<file path="config.mk">
export PLATFORM = sky130hd
export DESIGN_NAME = uart_rx_with_ring_fifo_core
export DESIGN_NICKNAME = d
export VERILOG_FILES = /design/src/rtl/urxf_pkg.sv /design/src/rtl/urxf_rx.sv /design/src/rtl/urxf_ring.sv /design/src/rtl/uart_rx_with_ring_fifo_core.sv
export SDC_FILE = /design/constraint.sdc
export NUM_CORES = 1
export LEC_CHECK = 0
export BUFFER_PORTS_ARGS = -buffer_cell sky130_fd_sc_hd__buf_4
export CELL_PAD_IN_SITES_DETAIL_PLACEMENT = 1
export CELL_PAD_IN_SITES_GLOBAL_PLACEMENT = 2
export CORE_MARGIN = 1.5
export CORE_UTILIZATION = 35
export CTS_CLUSTER_SIZE = 16
export DETAILED_ROUTE_END_ITERATION = 8
export HOLD_SLACK_MARGIN = 0.12
export PLACE_DENSITY_LB_ADDON = 0.1
export SLEW_MARGIN = 20
export SYNTH_ARGS = -nofsm -noshare
export SYNTH_HDL_FRONTEND = slang
export SYNTH_SLANG_ARGS = --single-unit
</file>
<file path="constraint.sdc">
create_clock -name clk_i -period 4.15 [get_ports clk_i]
set_input_delay 0.415 -clock clk_i [delete_from_list [all_inputs] [get_ports clk_i]]
set_output_delay 0.415 -clock clk_i [all_outputs]
set_load 0.01 [all_outputs]
</file>
<file path="src/rtl/urxf_pkg.sv">
// Shared types and constants for the 8N1 receiver with receive ring.
// No dependencies; imported by every module of the block.
package urxf_pkg;

  localparam int unsigned DepthDefault = 64;
  localparam int unsigned DataW        = 8;
  localparam int unsigned FillW        = 6;
  localparam int unsigned TimerW       = 16;
  localparam int unsigned SampleW      = 4;

  localparam logic [TimerW-1:0]  BitPeriodRst   = 16'd868;
  localparam logic [TimerW-1:0]  FirstSampleRst = 16'd1302;
  // sample 8 completes the byte, sample 9 is the stop bit
  localparam logic [SampleW-1:0] LastDataSample = 4'd8;
  localparam logic [SampleW-1:0] StopSample     = 4'd9;

  typedef enum logic [1:0] {
    REQ_TICK = 2'd0,
    REQ_READ = 2'd1,
    REQ_PEEK = 2'd2
  } req_e;

  typedef enum logic [1:0] {
    REG_BIT_PERIOD   = 2'd0,
    REG_FIRST_SAMPLE = 2'd1,
    REG_RX_ENABLE    = 2'd2
  } reg_e;

  typedef struct packed {
    logic [TimerW-1:0] bit_period;
    logic [TimerW-1:0] first_sample;
    logic              rx_enable;
  } cfg_t;

  typedef struct packed {
    logic             push;
    logic [DataW-1:0] data;
  } rx_byte_t;

  typedef struct packed {
    logic query;  // read or peek word being processed
    logic pop;    // read: advance the read index if not empty
    logic clear;  // empty the ring
  } ring_cmd_t;

endpackage

</file>
<file path="src/rtl/urxf_rx.sv">
// Serial bit receiver: start edge detect, bit timer and shift register.
// Depends on urxf_pkg.
module urxf_rx import urxf_pkg::*; (
  input  logic     clk_i,
  input  logic     rst_ni,
  input  cfg_t     cfg_i,
  input  logic     clear_i,
  input  logic     tick_i,
  input  logic     level_i,
  output rx_byte_t byte_o
);

  logic               last_level_q, last_level_d;
  logic               receiving_q, receiving_d;
  logic [SampleW-1:0] sample_count_q, sample_count_d;
  logic [TimerW-1:0]  countdown_q, countdown_d;
  logic [DataW-1:0]   shift_q, shift_d;

  logic [SampleW-1:0] sample_inc;
  logic [DataW-1:0]   shift_set;

  always_comb begin
    sample_inc = sample_count_q + 4'd1;
    shift_set  = shift_q;
    if (level_i && (sample_count_q < LastDataSample)) begin
      shift_set = shift_q | (8'd1 << sample_count_q[2:0]);
    end
  end

  always_comb begin
    last_level_d   = last_level_q;
    receiving_d    = receiving_q;
    sample_count_d = sample_count_q;
    countdown_d    = countdown_q;
    shift_d        = shift_q;
    byte_o.push    = 1'b0;
    byte_o.data    = shift_set;
    if (clear_i) begin
      receiving_d    = 1'b0;
      sample_count_d = '0;
      countdown_d    = '0;
      shift_d        = '0;
    end else if (tick_i) begin
      last_level_d = level_i;
      if (receiving_q) begin
        if (countdown_q <= 16'd1) begin
          countdown_d    = cfg_i.bit_period;
          shift_d        = shift_set;
          sample_count_d = sample_inc;
          if (sample_inc == LastDataSample) begin
            byte_o.push = 1'b1;
          end else if (sample_inc >= StopSample) begin
            receiving_d = 1'b0;
          end
        end else begin
          countdown_d = countdown_q - 16'd1;
        end
      end else if (cfg_i.rx_enable && last_level_q && !level_i) begin
        receiving_d    = 1'b1;
        sample_count_d = '0;
        shift_d        = '0;
        countdown_d    = cfg_i.first_sample;
      end
    end
  end

  always_ff @(posedge clk_i or negedge rst_ni) begin
    if (!rst_ni) begin
      last_level_q   <= 1'b1;
      receiving_q    <= 1'b0;
      sample_count_q <= '0;
      countdown_q    <= '0;
      shift_q        <= '0;
    end else begin
      last_level_q   <= last_level_d;
      receiving_q    <= receiving_d;
      sample_count_q <= sample_count_d;
      countdown_q    <= countdown_d;
      shift_q        <= shift_d;
    end
  end

endmodule

</file>
<file path="src/rtl/urxf_ring.sv">
// Receive ring: byte memory, write/read indices and the result register.
// Depends on urxf_pkg.
module urxf_ring import urxf_pkg::*; #(
  parameter int unsigned DEPTH = DepthDefault
) (
  input  logic             clk_i,
  input  logic             rst_ni,
  input  rx_byte_t         push_i,
  input  ring_cmd_t        cmd_i,
  output logic             byte_valid_o,
  output logic [FillW-1:0] fill_o,
  output logic [DataW-1:0] rdata_o
);

  localparam int unsigned IdxW  = $clog2(DEPTH);
  localparam int unsigned FillX = (IdxW > FillW) ? IdxW : FillW;

  logic [DataW-1:0] mem [DEPTH];

  logic [IdxW-1:0]  wr_q, wr_d, rd_q, rd_d;
  logic [IdxW-1:0]  wr_nxt, rd_nxt;
  logic             full, not_empty, do_pop;
  logic [IdxW:0]    fill_full;
  logic [FillX-1:0] fill_x;

  logic             byte_valid_q;
  logic [FillW-1:0] fill_q;
  logic [DataW-1:0] rdata_q;

  always_comb begin
    wr_nxt    = (wr_q == IdxW'(DEPTH - 1)) ? '0 : wr_q + 1'b1;
    rd_nxt    = (rd_q == IdxW'(DEPTH - 1)) ? '0 : rd_q + 1'b1;
    full      = (wr_nxt == rd_q);
    not_empty = (wr_q != rd_q);
    do_pop    = cmd_i.query && cmd_i.pop && not_empty;

    wr_d = wr_q;
    rd_d = rd_q;
    if (cmd_i.clear) begin
      wr_d = '0;
      rd_d = '0;
    end else begin
      if (push_i.push && !full) wr_d = wr_nxt;
      if (do_pop)               rd_d = rd_nxt;
    end

    // fill after this word, held below DEPTH
    if (wr_q >= rd_d) begin
      fill_full = {1'b0, wr_q} - {1'b0, rd_d};
    end else begin
      fill_full = (IdxW + 1)'(DEPTH) + {1'b0, wr_q} - {1'b0, rd_d};
    end
    fill_x = FillX'(fill_full[IdxW-1:0]);
  end

  always_ff @(posedge clk_i or negedge rst_ni) begin
    if (!rst_ni) begin
      wr_q <= '0;
      rd_q <= '0;
    end else begin
      wr_q <= wr_d;
      rd_q <= rd_d;
    end
  end

  always_ff @(posedge clk_i) begin
    if (push_i.push && !full && !cmd_i.clear) begin
      mem[wr_q] <= push_i.data;
    end
    if (cmd_i.query) begin
      rdata_q      <= mem[rd_q];
      byte_valid_q <= not_empty;
      fill_q       <= fill_x[FillW-1:0];
    end
  end

  assign byte_valid_o = byte_valid_q;
  assign fill_o       = fill_q;
  assign rdata_o      = byte_valid_q ? rdata_q : '0;

endmodule

</file>
<file path="src/rtl/uart_rx_with_ring_fifo_core.sv">
// 8N1 serial receiver with receive ring. A read or peek word passes through
// the input register, then the result register with the registered ring read.
// Throughput: one word per cycle, ticks included, unless a query waits on the result.
// Reset: receiver idle with line seen high, ring empty, timing registers at
// 868/1302, reception disabled. Ring contents are undefined until written.
module uart_rx_with_ring_fifo_core import urxf_pkg::*; #(
  parameter int unsigned DEPTH = DepthDefault
) (
  input  logic        clk_i,
  input  logic        rst_ni,
  // input stream
  input  logic        s_axis_tvalid,
  output logic        s_axis_tready,
  input  logic [7:0]  s_axis_tdata,   // [0] line_level, [7:1] zero
  input  logic [1:0]  s_axis_tuser,   // [1:0] req_type
  // result stream
  output logic        m_axis_tvalid,
  input  logic        m_axis_tready,
  output logic [15:0] m_axis_tdata,   // [7:0] byte_out, [13:8] fill_count, [15:14] zero
  output logic [0:0]  m_axis_tuser,   // [0] byte_valid
  // register port
  input  logic        psel,
  input  logic        penable,
  input  logic        pwrite,
  input  logic [3:0]  paddr,
  input  logic [31:0] pwdata,
  output logic [31:0] prdata,
  output logic        pready
);

  cfg_t cfg_q, cfg_d;
  logic cfg_wr, clear;

  logic       in_valid_q, in_valid_d;
  logic [1:0] in_req_q;
  logic       in_level_q;
  logic       out_valid_q, out_valid_d;

  logic is_query, out_free, fire, in_accept, tick;

  rx_byte_t         rx_byte;
  ring_cmd_t        ring_cmd;
  logic             byte_valid;
  logic [FillW-1:0] fill;
  logic [DataW-1:0] rdata;

  // register port
  assign pready = 1'b1;
  assign cfg_wr = psel && penable && pwrite;
  assign clear  = cfg_wr && (paddr[3:2] == REG_RX_ENABLE);

  always_comb begin
    cfg_d = cfg_q;
    if (cfg_wr) begin
      unique case (paddr[3:2])
        REG_BIT_PERIOD:   cfg_d.bit_period   = pwdata[TimerW-1:0];
        REG_FIRST_SAMPLE: cfg_d.first_sample = pwdata[TimerW-1:0];
        REG_RX_ENABLE:    cfg_d.rx_enable    = pwdata[0];
        default: ;
      endcase
    end
  end

  always_comb begin
    unique case (paddr[3:2])
      REG_BIT_PERIOD:   prdata = {16'd0, cfg_q.bit_period};
      REG_FIRST_SAMPLE: prdata = {16'd0, cfg_q.first_sample};
      REG_RX_ENABLE:    prdata = {31'd0, cfg_q.rx_enable};
      default:          prdata = '0;
    endcase
  end

  // handshake: a query waits in the input register while the result is held
  assign is_query      = (in_req_q == REQ_READ) || (in_req_q == REQ_PEEK);
  assign out_free      = !out_valid_q || m_axis_tready;
  assign fire          = in_valid_q && (!is_query || out_free);
  assign s_axis_tready = !in_valid_q || fire;
  assign in_accept     = s_axis_tvalid && s_axis_tready;
  assign tick          = fire && (in_req_q == REQ_TICK);

  always_comb begin
    in_valid_d = in_valid_q;
    if (in_accept)  in_valid_d = 1'b1;
    else if (fire)  in_valid_d = 1'b0;

    out_valid_d = out_valid_q;
    if (fire && is_query)    out_valid_d = 1'b1;
    else if (m_axis_tready)  out_valid_d = 1'b0;

    ring_cmd.query = fire && is_query;
    ring_cmd.pop   = (in_req_q == REQ_READ);
    ring_cmd.clear = clear;
  end

  always_ff @(posedge clk_i or negedge rst_ni) begin
    if (!rst_ni) begin
      cfg_q.bit_period   <= BitPeriodRst;
      cfg_q.first_sample <= FirstSampleRst;
      cfg_q.rx_enable    <= 1'b0;
      in_valid_q         <= 1'b0;
      out_valid_q        <= 1'b0;
    end else begin
      cfg_q       <= cfg_d;
      in_valid_q  <= in_valid_d;
      out_valid_q <= out_valid_d;
    end
  end

  always_ff @(posedge clk_i) begin
    if (in_accept) begin
      in_req_q   <= s_axis_tuser;
      in_level_q <= s_axis_tdata[0];
    end
  end

  urxf_rx u_rx (
    .clk_i   (clk_i),
    .rst_ni  (rst_ni),
    .cfg_i   (cfg_q),
    .clear_i (clear),
    .tick_i  (tick),
    .level_i (in_level_q),
    .byte_o  (rx_byte)
  );

  urxf_ring #(
    .DEPTH (DEPTH)
  ) u_ring (
    .clk_i        (clk_i),
    .rst_ni       (rst_ni),
    .push_i       (rx_byte),
    .cmd_i        (ring_cmd),
    .byte_valid_o (byte_valid),
    .fill_o       (fill),
    .rdata_o      (rdata)
  );

  assign m_axis_tvalid = out_valid_q;
  assign m_axis_tdata  = {2'b00, fill, rdata};
  assign m_axis_tuser  = byte_valid;

endmodule

</file>
==> flow_metrics.py <==
metrics = {
    "timing": {
        "max-slew-margin-rel": 0.329,
        "drv_slew": 0,
        "period_share": 0.910,
        "finClkSkew_ps": 20.0,
        "fmax_mhz": 265,
        "hold_viol": 0,
        "min_period_ps": 3780,
        "worst_pin_slew_ps": 1000,
        "fin_hold_ws_ps": 393,
        "tns_ps": 0,
        "rsz0062_at_grt": "false",
        "setup_viol_count_final": 0,
    },
    "setup_path": {
        "crit_buf_inv": 0,
        "cp-end-kind": "flop",
        "crit_path_max_fanout": 17,
        "cpMostUsedCell": "nor4_4",
        "crit_arrival_ps": 4000,
        "cp.required_ps": 4370,
        "crit_path_start_kind": "flop",
        "max_stage_delay_ps": 840,
        "crit_family": "simple AND/OR/NAND/NOR gates",
        "cp_slowest_cell": "nor2_1",
        "path_class": "flop to flop",
        "crit_chain": "nor4_4 -> nand4b_1 -> or3_1 -> nor4_4 -> o41a_4 -> nand3b_4 -> nor2_1",
    },
    "layout": {
        "mostFrequentLayoutCells": "edfxtp_1 (530), mux4_2 (157), buf_4 (116)",
        "area_growth_syn_to_layout_pct": 17.0,
        "final_common_cell": "edfxtp_1",
        "final_nets": 1560,
        "drive_gt1_frac": 0.301,
        "fin_cells": 2490,
        "diodes": 0,
        "postLayoutCellArea_um2": 29400,
    },
    "clocking": {
        "cts.path.max_buffers": 3,
        "cts_tree": "yes",
        "root_buffer": "clkbuf_16",
        "clkLatencyLatePin_ps": 600,
        "htreeDepth": 3,
        "cts.repair.resized": 0,
        "cts_buffers": 69,
        "cts_sinks": 607,
        "cts.reportedPaths.clkPinSlew_ps": 60,
    },
    "floorplanning": {
        "die_area_um2": 73400,
        "fp-row-count": 98,
        "initial_core_util": 0.353,
        "ios": 105,
        "die_x_um": 271,
        "core_um2": 71200,
        "die_y_um": 271,
    },
    "placement": {
        "dpl.hpwl_mm": 39.5,
        "placed_area_um2": 26900,
        "place_congestion": 0.742,
        "io_buffers": 60,
        "dp_cells": 2345,
    },
    "routing": {
        "wl_per_cell_um": 25.2,
        "dr.pass1.iters": 4,
        "wirelength_mm": 62.8,
        "ant_nets": 0,
        "vias": 12700,
        "avgViaCountPerCell": 5.11,
        "drc": 0,
        "dr.first_iter.drc_count": 722,
    },
    "global_routing": {
        "grt_pass1_wl_mm": 94.2,
        "track_usage": 0.175,
        "antenna_found_initial": 0,
        "grt_max_degree": 95,
        "gr-total-overflow": 0,
        "grt_pass1_vias": 13800,
    },
    "power": {
        "max-vdd-ir-drop_mv": 0.229,
        "power.leakage_nw": 10.0,
        "p_per_area_nw_per_um2": 489,
    },
    "synthesis": {
        "postSynth.asyncResetShare": 0.127,
        "netlist_instances": 1350,
        "synth_area_um2": 25100,
        "yosysSeqAreaShare": 0.711,
        "ys_ff_latch": 607,
        "synth-main-ff-cell": "edfxtp_1",
        "ys_types": 57,
        "yosysWarnings": 0,
        "syn_avg_cell_area_um2": 18.6,
        "synth_edf_count": 530,
    },
    "flow_run": {
        "maxCapViolations": 0,
    },
    "run_status": {
        "outcome": "finished clean",
    },
    "hold_path": {
        "worst_hold_path_type": "input pin to flop",
    },
}
==> repair_timing <==
action	CTS	global route
endpoints found under the hold margin	91	0
hold buffers	22	0
endpoints found under the setup margin	0	0
setup buffers	0	0
==> through the flow <==
step	util	setup WS (ps)	total power, mW
floorplan	-	506	7.94
global placement	0.377	375	8.38
detailed placement	0.377	296	8.42
CTS	0.412	289	14.6
global route	0.412	122	15.0
finish	0.412	374	14.4
==> tightest hold or removal path, stage by stage <==
cell    delay, ps
buf_4         230
nor3_2         90
mux2_2        220
==> cell type report <==
| type | instances | area [um2] |
|---|---|---|
| fillers | 6825 | 41900 |
| well taps | 950 | 1190 |
| clock inverters | 42 | 430 |
| clock buffers | 81 | 1810 |
| multi-input cells | 649 | 6850 |
| inverters | 20 | 75.1 |
| flip-flops and latches | 607 | 17900 |
| repair buffers | 141 | 1150 |
==> report_power, final <==
group | switching [mW] | internal, mW
clock network | 2.46 | 3.63
logic | 0.693 | 0.436
registers | 0.196 | 6.96
==> path summary, 6_finish.rpt <==
check | start | to | slack (ps) | cells after the start
setup reg to reg | u_rx.countdown_q[7]$_DFFE_PN0P_ | u_ring.mem[50][2]$_DFFE_PP_ | 370 | 7
setup / recovery | u_rx.countdown_q[7]$_DFFE_PN0P_ | u_ring.mem[50][2]$_DFFE_PP_ | 370 | 7
hold reg to reg | u_rx.shift_q[2]$_DFFE_PN0P_ | u_rx.shift_q[2]$_DFFE_PN0P_ | 480 | 2
min in group asynchronous | rst_ni | cfg_q[6]$_DFFE_PN0P_ | 450 | 2
hold / removal | paddr[3] | cfg_q[17]$_DFFE_PN0P_ | 390 | 3
max in group asynchronous | rst_ni | cfg_q[19]$_DFFE_PN1P_ | 2840 | 3
==> cell usage after synthesis, drive strengths merged, types with 9 or more instances <==
cell type    n  area, um2
edfxtp     530      15900
xnor2       14        123
dfrtp       66       1650
nand2       44        165
ha          18        225
o21ai       46        230
mux4       157       3540
clkbuf      42        158
xor2        13        114
mux2i       23        230
buf         49        290
and2        15       93.8
mux2        44        495
nand3       19       95.1
nor2       108        405
a21oi       15       75.1
inv         20       75.1
a22oi       14        105
nor2b       10       62.6
o31ai        9       67.6
dfstp       11        289
==> kinds of logic after synthesis <==
logic type | share of synthesized area
flip-flops | 0.711
adder cells (fa/ha/maj) | 0.00976
multiplexers | 0.170
other | 0.000299
buffers and inverters | 0.0208
AND/OR/NAND/NOR | 0.0468
XOR/XNOR | 0.00941
AO/OA/AOI/OAI | 0.0324
==> registers in the layout, indices dropped and copies added, names as in the netlist <==
signal               cells
cfg_q                   33
in_level_q               1
in_req_q                 2
in_valid_q               1
m_axis_tvalid            1
u_ring.byte_valid_o      1
u_ring.fill_o            6
u_ring.mem             512
u_ring.rd_q              6
u_ring.rdata_q           8
u_ring.wr_q              6
u_rx.countdown_q        16
u_rx.last_level_q        1
u_rx.receiving_q         1
u_rx.sample_count_q      4
u_rx.shift_q             8
==> per-layer routing <==
layer	vias to the layer above	part of all wire	global-route usage
li1	5624	-	-
met1	6827	0.45	0.243
met2	209	0.50	0.288
met3	76	0.033	0.0260
met4	0	0.019	0.0485
met5	-	0	0
Power figures use the tool's default switching activity.
